**config.mk**
```make
export PLATFORM = sky130hd
export DESIGN_NAME = utctime_to_epoch_seconds_core_flat
export DESIGN_NICKNAME = d
export VERILOG_FILES = /design/src/hdl/ute_pkg.sv /design/src/hdl/ute_stream_if.sv /design/src/hdl/ute_front.sv /design/src/hdl/ute_fifo.sv /design/src/hdl/ute_conv.sv /design/src/hdl/utctime_to_epoch_seconds_core.sv /design/src/flat_wrapper.sv
export VERILOG_INCLUDE_DIRS = /design/src /design/src/hdl
export SDC_FILE = /design/constraint.sdc
export NUM_CORES = 1
export LEC_CHECK = 0
export ABC_AREA = 1
export BUFFER_PORTS_ARGS = -buffer_cell sky130_fd_sc_hd__buf_2
export CAP_MARGIN = 20
export CELL_PAD_IN_SITES_DETAIL_PLACEMENT = 0
export CELL_PAD_IN_SITES_GLOBAL_PLACEMENT = 1
export CORE_UTILIZATION = 35
export DETAILED_ROUTE_END_ITERATION = 6
export GPL_ROUTABILITY_DRIVEN = 0
export PLACE_DENSITY_LB_ADDON = 0.1
export SKIP_LAST_GASP = 1
export SLEW_MARGIN = 5
export SYNTH_ARGS = -nofsm -noshare
export SYNTH_HDL_FRONTEND = slang
export SYNTH_HIERARCHICAL = 1
export SYNTH_SLANG_ARGS = --single-unit
```
**constraint.sdc**
```tcl
create_clock -name clk -period 17.3 [get_ports clk]
set_clock_uncertainty 0.1 [all_clocks]
set_input_delay 0.865 -clock clk [delete_from_list [all_inputs] [get_ports clk]]
set_output_delay 0.865 -clock clk [all_outputs]
set_load 0.01 [all_outputs]
```
**src/hdl/utctime_to_epoch_seconds_core_assert.svh**
```systemverilog
// ----------------------------------------------------------------------------
// UTCTime converter assertion macros
// Concurrent checks on clk, disabled while rst is high; empty for synthesis.
// ----------------------------------------------------------------------------
`ifndef UTCTIME_TO_EPOCH_SECONDS_CORE_ASSERT_SVH
`define UTCTIME_TO_EPOCH_SECONDS_CORE_ASSERT_SVH
`ifndef SYNTHESIS
`define UTE_ASSERT_IMP(lbl, ante, cons) \
  lbl: assert property (@(posedge clk) disable iff (rst) (ante) |-> (cons)) \
    else $error("assertion failed");
`define UTE_ASSERT_NXT(lbl, ante, cons) \
  lbl: assert property (@(posedge clk) disable iff (rst) (ante) |=> (cons)) \
    else $error("assertion failed");
`define UTE_ASSERT_NEVER(lbl, cond) \
  lbl: assert property (@(posedge clk) disable iff (rst) !(cond)) \
    else $error("assertion failed");
`else
`define UTE_ASSERT_IMP(lbl, ante, cons)
`define UTE_ASSERT_NXT(lbl, ante, cons)
`define UTE_ASSERT_NEVER(lbl, cond)
`endif
`endif

```
**src/hdl/ute_pkg.sv**
```systemverilog
`timescale 1ns / 1ps
`default_nettype none
// ----------------------------------------------------------------------------
// UTCTime converter package
// Job record, converter states, field limits and the month start table.
// ----------------------------------------------------------------------------
package ute_pkg;

  localparam logic [4:0] DigitsLen      = 5'd12;
  localparam logic [4:0] OffsetEnd      = 5'd16;
  localparam logic [4:0] PosMax         = 5'd31;
  localparam logic [6:0] YearPivot      = 7'd50;
  localparam logic [7:0] Century        = 8'd100;
  localparam logic [3:0] LastMonthIdx   = 4'd11;
  localparam int         DaysPerYear    = 365;
  localparam int         Days1900To1970 = 25508;

  localparam logic [7:0] CharZero  = 8'h30;
  localparam logic [7:0] CharNine  = 8'h39;
  localparam logic [7:0] CharZulu  = 8'h5A;
  localparam logic [7:0] CharPlus  = 8'h2B;
  localparam logic [7:0] CharMinus = 8'h2D;

  localparam logic [2:0] FldYear   = 3'd0;
  localparam logic [2:0] FldMonth  = 3'd1;
  localparam logic [2:0] FldDay    = 3'd2;
  localparam logic [2:0] FldHour   = 3'd3;
  localparam logic [2:0] FldMinute = 3'd4;

  typedef struct packed {
    logic       ok;
    logic [6:0] year;
    logic [3:0] month;
    logic [4:0] day;
    logic [4:0] hour;
    logic [5:0] minute;
    logic [5:0] second;
  } job_t;

  typedef enum logic [2:0] {
    CONV_IDLE,
    CONV_YEAR,
    CONV_DAYS,
    CONV_HOUR,
    CONV_MIN,
    CONV_SEC,
    CONV_LOAD
  } conv_state_t;

  function automatic logic [8:0] month_start(input logic [3:0] mon);
    logic [8:0] d;
    unique case (mon)
      4'd0:    d = 9'd306;
      4'd1:    d = 9'd337;
      4'd2:    d = 9'd0;
      4'd3:    d = 9'd31;
      4'd4:    d = 9'd61;
      4'd5:    d = 9'd92;
      4'd6:    d = 9'd122;
      4'd7:    d = 9'd153;
      4'd8:    d = 9'd184;
      4'd9:    d = 9'd214;
      4'd10:   d = 9'd245;
      4'd11:   d = 9'd275;
      default: d = 9'd306;
    endcase
    return d;
  endfunction

endpackage
`default_nettype wire

```
**src/hdl/ute_stream_if.sv**
```systemverilog
`timescale 1ns / 1ps
`default_nettype none
// ----------------------------------------------------------------------------
// UTCTime converter stream interfaces
// Character input channel and result output channel, valid/ready.
// ----------------------------------------------------------------------------
interface ute_in_if;
  logic       valid;
  logic       ready;
  logic [7:0] char_byte;
  logic       last_char;

  modport source (output valid, output char_byte, output last_char, input ready);
  modport sink   (input valid, input char_byte, input last_char, output ready);
endinterface

interface ute_out_if;
  logic        valid;
  logic        ready;
  logic [31:0] epoch_seconds;
  logic        valid_res;

  modport source (output valid, output epoch_seconds, output valid_res, input ready);
  modport sink   (input valid, input epoch_seconds, input valid_res, output ready);
endinterface
`default_nettype wire

```
**src/hdl/ute_front.sv**
```systemverilog
`timescale 1ns / 1ps
`default_nettype none
// ----------------------------------------------------------------------------
// UTCTime character parser
// Takes one character per beat, checks format and field ranges, and pushes
// one conversion job on the last character.
// ----------------------------------------------------------------------------
`include "utctime_to_epoch_seconds_core_assert.svh"
module ute_front (
  input  wire logic     clk,
  input  wire logic     rst,
  ute_in_if.sink        in_ch,
  output ute_pkg::job_t job,
  output logic          push,
  input  wire logic     full
);

  logic [4:0] pos;
  logic [3:0] high_digit;
  logic [6:0] year;
  logic [3:0] month;
  logic [4:0] day;
  logic [4:0] hour;
  logic [5:0] minute;
  logic [5:0] second;
  logic       format_error;

  logic       acc;
  logic       is_digit;
  logic [3:0] dval;
  logic [6:0] fval;
  logic [2:0] fidx;
  logic       fld_wr;
  logic       err_hit;
  logic       complete;

  assign in_ch.ready = !full;
  assign acc         = in_ch.valid && !full;
  assign push        = acc && in_ch.last_char;

  assign is_digit = (in_ch.char_byte >= ute_pkg::CharZero) &&
                    (in_ch.char_byte <= ute_pkg::CharNine);
  assign dval     = 4'(in_ch.char_byte - ute_pkg::CharZero);
  assign fval     = 7'({3'b000, high_digit} * 7'd10) + {3'b000, dval};
  assign fidx     = pos[3:1];

  always_comb begin
    err_hit  = 1'b0;
    complete = 1'b0;
    fld_wr   = 1'b0;
    if (pos < ute_pkg::DigitsLen) begin
      if (!is_digit) begin
        err_hit = 1'b1;
      end else if (pos[0]) begin
        fld_wr = 1'b1;
        unique case (fidx)
          ute_pkg::FldYear:   err_hit = 1'b0;
          ute_pkg::FldMonth:  err_hit = (fval < 7'd1) || (fval > 7'd12);
          ute_pkg::FldDay:    err_hit = (fval < 7'd1) || (fval > 7'd31);
          ute_pkg::FldHour:   err_hit = fval > 7'd23;
          ute_pkg::FldMinute: err_hit = fval > 7'd59;
          default:            err_hit = fval > 7'd59;
        endcase
      end
    end else if (pos == ute_pkg::DigitsLen) begin
      if (in_ch.char_byte == ute_pkg::CharZulu) begin
        err_hit  = !in_ch.last_char;
        complete = in_ch.last_char;
      end else if (in_ch.char_byte == ute_pkg::CharPlus ||
                   in_ch.char_byte == ute_pkg::CharMinus) begin
        err_hit = in_ch.last_char;
      end else begin
        err_hit = 1'b1;
      end
    end else if (pos <= ute_pkg::OffsetEnd) begin
      if (pos == ute_pkg::OffsetEnd) begin
        err_hit  = !is_digit || !in_ch.last_char;
        complete = in_ch.last_char;
      end else begin
        err_hit = !is_digit;
      end
    end else begin
      err_hit = 1'b1;
    end
  end

  always_comb begin
    job.ok     = complete && !format_error && !err_hit;
    job.year   = year;
    job.month  = month;
    job.day    = day;
    job.hour   = hour;
    job.minute = minute;
    job.second = second;
  end

  always_ff @(posedge clk) begin
    if (rst || push) begin
      pos          <= '0;
      high_digit   <= '0;
      year         <= '0;
      month        <= '0;
      day          <= '0;
      hour         <= '0;
      minute       <= '0;
      second       <= '0;
      format_error <= 1'b0;
    end else if (acc) begin
      if (pos != ute_pkg::PosMax) begin
        pos <= pos + 5'd1;
      end
      format_error <= format_error | err_hit;
      if (pos < ute_pkg::DigitsLen && is_digit && !pos[0]) begin
        high_digit <= dval;
      end
      if (fld_wr) begin
        unique case (fidx)
          ute_pkg::FldYear:   year   <= fval;
          ute_pkg::FldMonth:  month  <= fval[3:0];
          ute_pkg::FldDay:    day    <= fval[4:0];
          ute_pkg::FldHour:   hour   <= fval[4:0];
          ute_pkg::FldMinute: minute <= fval[5:0];
          default:            second <= fval[5:0];
        endcase
      end
    end
  end

  `UTE_ASSERT_NXT(a_front_restart, push, pos == 5'd0 && !format_error)
  `UTE_ASSERT_IMP(a_front_ok_end, push && job.ok, pos == ute_pkg::DigitsLen || pos == ute_pkg::OffsetEnd)

endmodule
`default_nettype wire

```
**src/hdl/ute_fifo.sv**
```systemverilog
`timescale 1ns / 1ps
`default_nettype none
// ----------------------------------------------------------------------------
// UTCTime job queue
// Short register queue between the parser and the converter.
// ----------------------------------------------------------------------------
`include "utctime_to_epoch_seconds_core_assert.svh"
module ute_fifo #(
  parameter int Depth = 2
) (
  input  wire logic           clk,
  input  wire logic           rst,
  input  wire logic           push,
  input  wire ute_pkg::job_t  wdata,
  output logic                full,
  input  wire logic           pop,
  output ute_pkg::job_t       rdata,
  output logic                empty
);

  localparam int PtrW = $clog2(Depth);
  localparam int CntW = $clog2(Depth + 1);
  localparam logic [PtrW-1:0] PtrLast = PtrW'(Depth - 1);
  localparam logic [CntW-1:0] CntFull = CntW'(Depth);

  ute_pkg::job_t   mem [Depth];
  logic [PtrW-1:0] wr_ptr;
  logic [PtrW-1:0] rd_ptr;
  logic [CntW-1:0] count;

  assign full  = count == CntFull;
  assign empty = count == '0;
  assign rdata = mem[rd_ptr];

  always_ff @(posedge clk) begin
    if (push) begin
      mem[wr_ptr] <= wdata;
    end
  end

  always_ff @(posedge clk) begin
    if (rst) begin
      wr_ptr <= '0;
      rd_ptr <= '0;
      count  <= '0;
    end else begin
      if (push) begin
        wr_ptr <= (wr_ptr == PtrLast) ? '0 : wr_ptr + PtrW'(1);
      end
      if (pop) begin
        rd_ptr <= (rd_ptr == PtrLast) ? '0 : rd_ptr + PtrW'(1);
      end
      if (push && !pop) begin
        count <= count + CntW'(1);
      end else if (pop && !push) begin
        count <= count - CntW'(1);
      end
    end
  end

  `UTE_ASSERT_NEVER(a_fifo_overflow, push && full)
  `UTE_ASSERT_NEVER(a_fifo_underflow, pop && empty)
  `UTE_ASSERT_NEVER(a_fifo_count, count > CntFull)

endmodule
`default_nettype wire

```
**src/hdl/ute_conv.sv**
```systemverilog
`timescale 1ns / 1ps
`default_nettype none
// ----------------------------------------------------------------------------
// UTCTime epoch converter
// Turns a job into seconds since 1970 with at most one constant multiply per step
// and holds the result in an output register.
// ----------------------------------------------------------------------------
`include "utctime_to_epoch_seconds_core_assert.svh"
module ute_conv (
  input  wire logic           clk,
  input  wire logic           rst,
  input  wire ute_pkg::job_t  job,
  input  wire logic           empty,
  output logic                pop,
  ute_out_if.source           out_ch
);

  ute_pkg::conv_state_t state;
  ute_pkg::conv_state_t state_next;

  ute_pkg::job_t      cur;
  logic signed [33:0] acc;
  logic [31:0]        epoch;
  logic               res_ok;
  logic               out_valid;

  logic [7:0]         year_full;
  logic [7:0]         year_adj;
  logic [3:0]         mon_raw;
  logic [3:0]         mon;
  logic               load;

  assign out_ch.valid         = out_valid;
  assign out_ch.epoch_seconds = epoch;
  assign out_ch.valid_res     = res_ok;

  always_comb begin
    year_full = (cur.year <= ute_pkg::YearPivot) ? {1'b0, cur.year} + ute_pkg::Century
                                                 : {1'b0, cur.year};
    mon_raw   = cur.month - 4'd1;
    mon       = (mon_raw > ute_pkg::LastMonthIdx) ? 4'd0 : mon_raw;
    year_adj  = (mon < 4'd2) ? year_full - 8'd1 : year_full;
  end

  always_ff @(posedge clk) begin
    if (rst) begin
      state <= ute_pkg::CONV_IDLE;
    end else begin
      state <= state_next;
    end
  end

  always_comb begin
    state_next = state;
    pop        = 1'b0;
    load       = 1'b0;
    unique case (state)
      ute_pkg::CONV_IDLE: begin
        if (!empty) begin
          pop        = 1'b1;
          state_next = ute_pkg::CONV_YEAR;
        end
      end
      ute_pkg::CONV_YEAR: state_next = ute_pkg::CONV_DAYS;
      ute_pkg::CONV_DAYS: state_next = ute_pkg::CONV_HOUR;
      ute_pkg::CONV_HOUR: state_next = ute_pkg::CONV_MIN;
      ute_pkg::CONV_MIN:  state_next = ute_pkg::CONV_SEC;
      ute_pkg::CONV_SEC:  state_next = ute_pkg::CONV_LOAD;
      ute_pkg::CONV_LOAD: begin
        if (!out_valid || out_ch.ready) begin
          load       = 1'b1;
          state_next = ute_pkg::CONV_IDLE;
        end
      end
      default: state_next = ute_pkg::CONV_IDLE;
    endcase
  end

  always_ff @(posedge clk) begin
    if (pop) begin
      cur <= job;
    end
    unique case (state)
      ute_pkg::CONV_YEAR: begin
        acc <= $signed(34'(year_adj)) * $signed(34'(ute_pkg::DaysPerYear));
      end
      ute_pkg::CONV_DAYS: begin
        acc <= acc + $signed(34'(year_adj >> 2))
                   + $signed(34'(ute_pkg::month_start(mon)))
                   + $signed(34'(cur.day)) - 34'sd1
                   - $signed(34'(ute_pkg::Days1900To1970));
      end
      ute_pkg::CONV_HOUR: acc <= acc * 34'sd24 + $signed(34'(cur.hour));
      ute_pkg::CONV_MIN:  acc <= acc * 34'sd60 + $signed(34'(cur.minute));
      ute_pkg::CONV_SEC:  acc <= acc * 34'sd60 + $signed(34'(cur.second));
      default:            acc <= acc;
    endcase
    if (load) begin
      epoch  <= (cur.ok && !acc[33]) ? acc[31:0] : 32'd0;
      res_ok <= cur.ok;
    end
  end

  always_ff @(posedge clk) begin
    if (rst) begin
      out_valid <= 1'b0;
    end else if (load) begin
      out_valid <= 1'b1;
    end else if (out_ch.ready) begin
      out_valid <= 1'b0;
    end
  end

  `UTE_ASSERT_IMP(a_conv_bad_zero, out_valid && !res_ok, epoch == 32'd0)
  `UTE_ASSERT_NXT(a_conv_start, pop, state == ute_pkg::CONV_YEAR)
  `UTE_ASSERT_IMP(a_conv_pop_idle, pop, state == ute_pkg::CONV_IDLE && out_valid == out_valid)

endmodule
`default_nettype wire

```
**src/hdl/utctime_to_epoch_seconds_core.sv**
```systemverilog
`timescale 1ns / 1ps
`default_nettype none
// Result path: a free converter pops the queue after the last character is taken, then
//   runs year, days, hour, minute, second and load; load waits while the output stalls.
// Throughput: one character per cycle while the job queue is not full; the converter
//   takes one string at a time and the queue absorbs strings that end while it is busy.
// Reset: synchronous rst clears the parser, the queue and the output valid.
// ----------------------------------------------------------------------------
// UTCTime to epoch seconds core
// Parses an ASN.1 UTCTime string and returns seconds since 1970 with a
// validity flag, one result per string.
// ----------------------------------------------------------------------------
module utctime_to_epoch_seconds_core #(
  parameter int QUEUE_DEPTH = 2
) (
  input  wire logic clk,
  input  wire logic rst,
  ute_in_if.sink    in_ch,
  ute_out_if.source out_ch
);

  ute_pkg::job_t push_job;
  ute_pkg::job_t pop_job;
  logic          push;
  logic          pop;
  logic          full;
  logic          empty;

  ute_front u_front (
    .clk   (clk),
    .rst   (rst),
    .in_ch (in_ch),
    .job   (push_job),
    .push  (push),
    .full  (full)
  );

  ute_fifo #(
    .Depth (QUEUE_DEPTH)
  ) u_fifo (
    .clk   (clk),
    .rst   (rst),
    .push  (push),
    .wdata (push_job),
    .full  (full),
    .pop   (pop),
    .rdata (pop_job),
    .empty (empty)
  );

  ute_conv u_conv (
    .clk    (clk),
    .rst    (rst),
    .job    (pop_job),
    .empty  (empty),
    .pop    (pop),
    .out_ch (out_ch)
  );

endmodule
`default_nettype wire

```
**src/flat_wrapper.sv**
```systemverilog
// flat-port wrapper written by rule: the top's interface ports become plain ports
module utctime_to_epoch_seconds_core_flat 
#(
  parameter int QUEUE_DEPTH = 2
)
  (clk, rst, in_ch_valid, in_ch_char_byte, in_ch_last_char, in_ch_ready, out_ch_valid, out_ch_epoch_seconds, out_ch_valid_res, out_ch_ready);
  ute_in_if in_ch_i ();
  ute_out_if out_ch_i ();
  input  wire logic clk;
  input  wire logic rst;
  input wire logic [$bits(in_ch_i.valid)-1:0] in_ch_valid;
  input wire logic [$bits(in_ch_i.char_byte)-1:0] in_ch_char_byte;
  input wire logic [$bits(in_ch_i.last_char)-1:0] in_ch_last_char;
  output wire logic [$bits(in_ch_i.ready)-1:0] in_ch_ready;
  output wire logic [$bits(out_ch_i.valid)-1:0] out_ch_valid;
  output wire logic [$bits(out_ch_i.epoch_seconds)-1:0] out_ch_epoch_seconds;
  output wire logic [$bits(out_ch_i.valid_res)-1:0] out_ch_valid_res;
  input wire logic [$bits(out_ch_i.ready)-1:0] out_ch_ready;
  assign in_ch_i.valid = in_ch_valid;
  assign in_ch_i.char_byte = in_ch_char_byte;
  assign in_ch_i.last_char = in_ch_last_char;
  assign in_ch_ready = in_ch_i.ready;
  assign out_ch_valid = out_ch_i.valid;
  assign out_ch_epoch_seconds = out_ch_i.epoch_seconds;
  assign out_ch_valid_res = out_ch_i.valid_res;
  assign out_ch_i.ready = out_ch_ready;
  utctime_to_epoch_seconds_core #(.QUEUE_DEPTH(QUEUE_DEPTH)) u_core (.clk(clk), .rst(rst), .in_ch(in_ch_i), .out_ch(out_ch_i));
endmodule
```
==> flow_summary_export.csv <==
group,metric,value,unit
hold_path,hold_end,"u_core/u_fifo/mem[1][6]",
clock_tree,post_cts_resized,0,
grt,antenna_found_initial,0,
worst_setup_path,critPathTopFamily,"adder cells",
cells_and_area,n_antenna_cell,0,
logic_synthesis,postSynthAreaPerCell,7.50,µm²
logic_synthesis,synth-edff-count,169,
floorplanning,coreArea,63200,µm²
clock_tree,clock-root-buffer,"clkbuf_16",
logic_synthesis,syn-cell-area,22500,µm²
worst_setup_path,crit_fanout,5,
sta,max_freq,152,MHz
logic_synthesis,netlist_instances,2995,
clock_tree,hold_buffers,0,
sta,drv_slew,0,
grt,grt_pass1_wl,112,mm
clock_tree,clockBufferDepth,3,
sta,tightest_slew,852,ps
grt,grt_pass1_vias,19100,
floorplanning,die_h,255,µm
hold_path,hold_path.class,"reg -> reg",
worst_setup_path,r2r-end,"u_core/u_conv/acc[13]",
worst_setup_path,rr_startpoint,"u_core/u_conv/cur[24]",
cells_and_area,layout-drive-gt1-share,0.0979,
routing,num_vias,19300,
worst_setup_path,worst_setup_path_start_kind,"register",
clock_tree,cts-htree-levels,1,
hold_path,min_from,"u_core/u_front/minute[0]",
logic_synthesis,synth_warnings,6,
sta,fin_crit_sh,0.380,
run_status,status,"completed",
worst_setup_path,critPathRequiredTime,17520,ps
clock_tree,cts_tree,"built",
sta,setup_viol_count_final,0,
logic_synthesis,ys_ff_latch,221,
sta,fin_tns_setup,0,ps
worst_setup_path,arrival,6790,ps
placement,post-dp-hpwl,61.3,mm
worst_setup_path,r2r_slack,10730,ps
logic_synthesis,synth_seq_area_share,0.272,
worst_setup_path,end_kind,"register",
worst_setup_path,cpPeakStageDelay,530,ps
floorplanning,io_pins,48,
clock_tree,cts_buffers,29,
logic_synthesis,syn_nets,3343,
worst_setup_path,slowest_stage,"fa_1",
worst_setup_path,r2r_cells,31,
clock_tree,post_cts_buffers,0,
worst_setup_path,crit_buf_inv,6,
sta,setup_slack,10730,ps
routing,first_iter_violations,1017,
clock_tree,numClockSinks,221,
cells_and_area,final_net_count,3410,
placement,portBuffers,47,
grt,grt_max_degree,37,
worst_setup_path,cp.depth,31,
run,maxCapViolations,0,
hold_path,hold_depth,0,
worst_setup_path,crit_type,"reg -> reg",
logic_synthesis,async_flop_share,0,
worst_setup_path,crit_top_cell,"inv_1",
sta,period_minus_slack,6570,ps
grt,grtUsageTotal,0.228,
cells_and_area,area_delta_synth_final,9.84,%
routing,ant_nets,0,
routing,wl_per_cell,18.7,µm
routing,drc,0,
floorplanning,die_area,65200,µm²
routing,wirelength,73.5,mm
floorplanning,rows,92,
clock_tree,clock_latency,600,ps
logic_synthesis,ys.flop_type,"edfxtp_1",
sta,rsz0062_at_grt,"no",
sta,finalHoldViolCount,0,
sta,slew_headroom,0.431,
placement,dp_slack,10680,ps
clock_tree,clk_pin_slew,60,ps
routing,viasPerCell,4.91,
floorplanning,die_x,255,µm
routing,first_pass_iters,6,
grt,grt-ovfl-total,0,
logic_synthesis,synth_cell_types,58,
floorplanning,start_util,0.355,
## Yosys cell counts, types with 4 or more instances
| library cell | count | area [µm²] |
|---|---|---|
| a211oi_1 | 7 | 52.6 |
| clkbuf_1 | 14 | 52.6 |
| inv_2 | 27 | 101 |
| o211ai_1 | 4 | 30.0 |
| a221oi_1 | 4 | 35.0 |
| nor2_1 | 250 | 938 |
| buf_2 | 6 | 30.0 |
| nand3_2 | 14 | 140 |
| nand2_2 | 37 | 231 |
| nand3b_1 | 12 | 90.1 |
| a21oi_1 | 163 | 816 |
| nand4_1 | 43 | 269 |
| inv_1 | 586 | 2200 |
| mux2_4 | 30 | 450 |
| nand3_1 | 208 | 1040 |
| o21bai_1 | 6 | 45.0 |
| edfxtp_1 | 169 | 5070 |
| a21o_1 | 4 | 30.0 |
| ha_1 | 246 | 3080 |
| clkinv_1 | 4 | 15.0 |
| nor2_2 | 25 | 156 |
| nor4_1 | 9 | 56.3 |
| dfxtp_1 | 52 | 1040 |
| fa_1 | 89 | 1780 |
| nor3_1 | 29 | 145 |
| a31oi_1 | 9 | 56.3 |
| xor2_1 | 25 | 219 |
| nand2_1 | 702 | 2640 |
| nor2_4 | 14 | 158 |
| and2_1 | 7 | 43.8 |
| or2_2 | 15 | 93.8 |
| o21ai_1 | 8 | 40.0 |
| mux2_2 | 4 | 45.0 |
| o2111ai_1 | 11 | 96.3 |
| o21ai_0 | 103 | 515 |
| xnor2_1 | 17 | 149 |
| nor3_2 | 4 | 40.0 |
## layout make-up
class	count	area [µm²]
fillers	6658	38500
flip-flops and latches	221	6120
multi-input cells	2132	13900
clock buffers	32	737
repair buffers	61	340
inverters	617	2320
well taps	846	1060
clock inverters	21	211
## how the worst max path moves through the flow
stage	start	end	slack [ps]
floorplan	u_core/u_conv/cur[24]	u_core/u_conv/acc[13]	11340
global placement	u_core/u_conv/cur[24]	u_core/u_conv/acc[13]	10820
detailed placement	u_core/u_conv/cur[24]	u_core/u_conv/acc[13]	10680
CTS	u_core/u_conv/cur[24]	u_core/u_conv/acc[13]	10670
global route	u_core/u_conv/cur[24]	u_core/u_conv/acc[13]	10070
finish	u_core/u_conv/cur[24]	u_core/u_conv/acc[13]	10730
## cell families after synthesis
| logic type | Yosys count | share of synthesized area |
|---|---|---|
| DFF | 221 | 0.272 |
| AOI/OAI and AO/OA | 337 | 0.0835 |
| buffers and inverters | 642 | 0.111 |
| muxes | 34 | 0.0221 |
| adders and majority gates | 335 | 0.216 |
| xor gates and xnor gates | 42 | 0.0164 |
| and+or+nand+nor | 1384 | 0.279 |
## placed cells by master (no fill, tap or decap), types with 9 or more instances in the layout
| cell type | n |
|---|---|
| nor2_1 | 248 |
| a31oi_1 | 9 |
| ha_1 | 246 |
| nor2_4 | 14 |
| fa_1 | 89 |
| a21oi_1 | 163 |
| nand3b_1 | 12 |
| inv_2 | 27 |
| nor3_1 | 27 |
| xor2_1 | 25 |
| nand2_2 | 37 |
| nand3_1 | 208 |
| o2111ai_1 | 11 |
| mux2_4 | 30 |
| nand3_2 | 14 |
| xnor2_1 | 17 |
| nand4_1 | 43 |
| inv_1 | 586 |
| o21ai_0 | 101 |
| buf_4 | 14 |
| nand2_1 | 702 |
| or2_2 | 15 |
| buf_2 | 47 |
| o21ai_1 | 9 |
| nor2_2 | 27 |
| edfxtp_1 | 169 |
| dfxtp_1 | 51 |
| nor4_1 | 9 |
| clkbuf_16 | 29 |
## layer usage
layer | vias up | wire length [µm] | track usage
met5 | - | 0 | 0
met3 | 96 | 2260 | 0.0195
li1 | 9806 | - | -
met1 | 9094 | 32200 | 0.281
met4 | 0 | 2190 | 0.0689
met2 | 291 | 36800 | 0.416
## metrics by stage
step / cells / hold WS, ps / instance area (µm²) / util
after floorplan: 2995 / 320 / 22500 / -
after global placement: 3877 / 327 / 23700 / 0.375
after detailed placement: 3877 / 337 / 23700 / 0.375
after CTS: 3930 / 350 / 24700 / 0.390
after global routing: 3930 / 360 / 24700 / 0.390
final: 3930 / 348 / 24700 / 0.390
## worst register-to-register path: cells and delay by family, from the launching register on
kind | cells | cell delay (ps)
AOI/OAI and AO/OA | 5 | 830
DFF | 1 | 420
adders and majority gates | 6 | 2480
buffers and inverters | 6 | 470
and+or+nand+nor | 14 | 2000
## sequential cells by signal, indices dropped and copies added, names as in the netlist, 5 cells and up, named ones only
register                            cells
u_core/u_conv/acc                      34
u_core/u_conv/cur                      34
u_core/u_conv/out_ch.epoch_seconds     32
u_core/u_fifo/mem                      68
u_core/u_front/day                      5
u_core/u_front/hour                     5
u_core/u_front/minute                   6
u_core/u_front/pos                      5
u_core/u_front/second                   6
u_core/u_front/year                     7
Power is not shown: default switching activity piles up to over one toggle a cycle in this logic, so the estimate is an artifact.
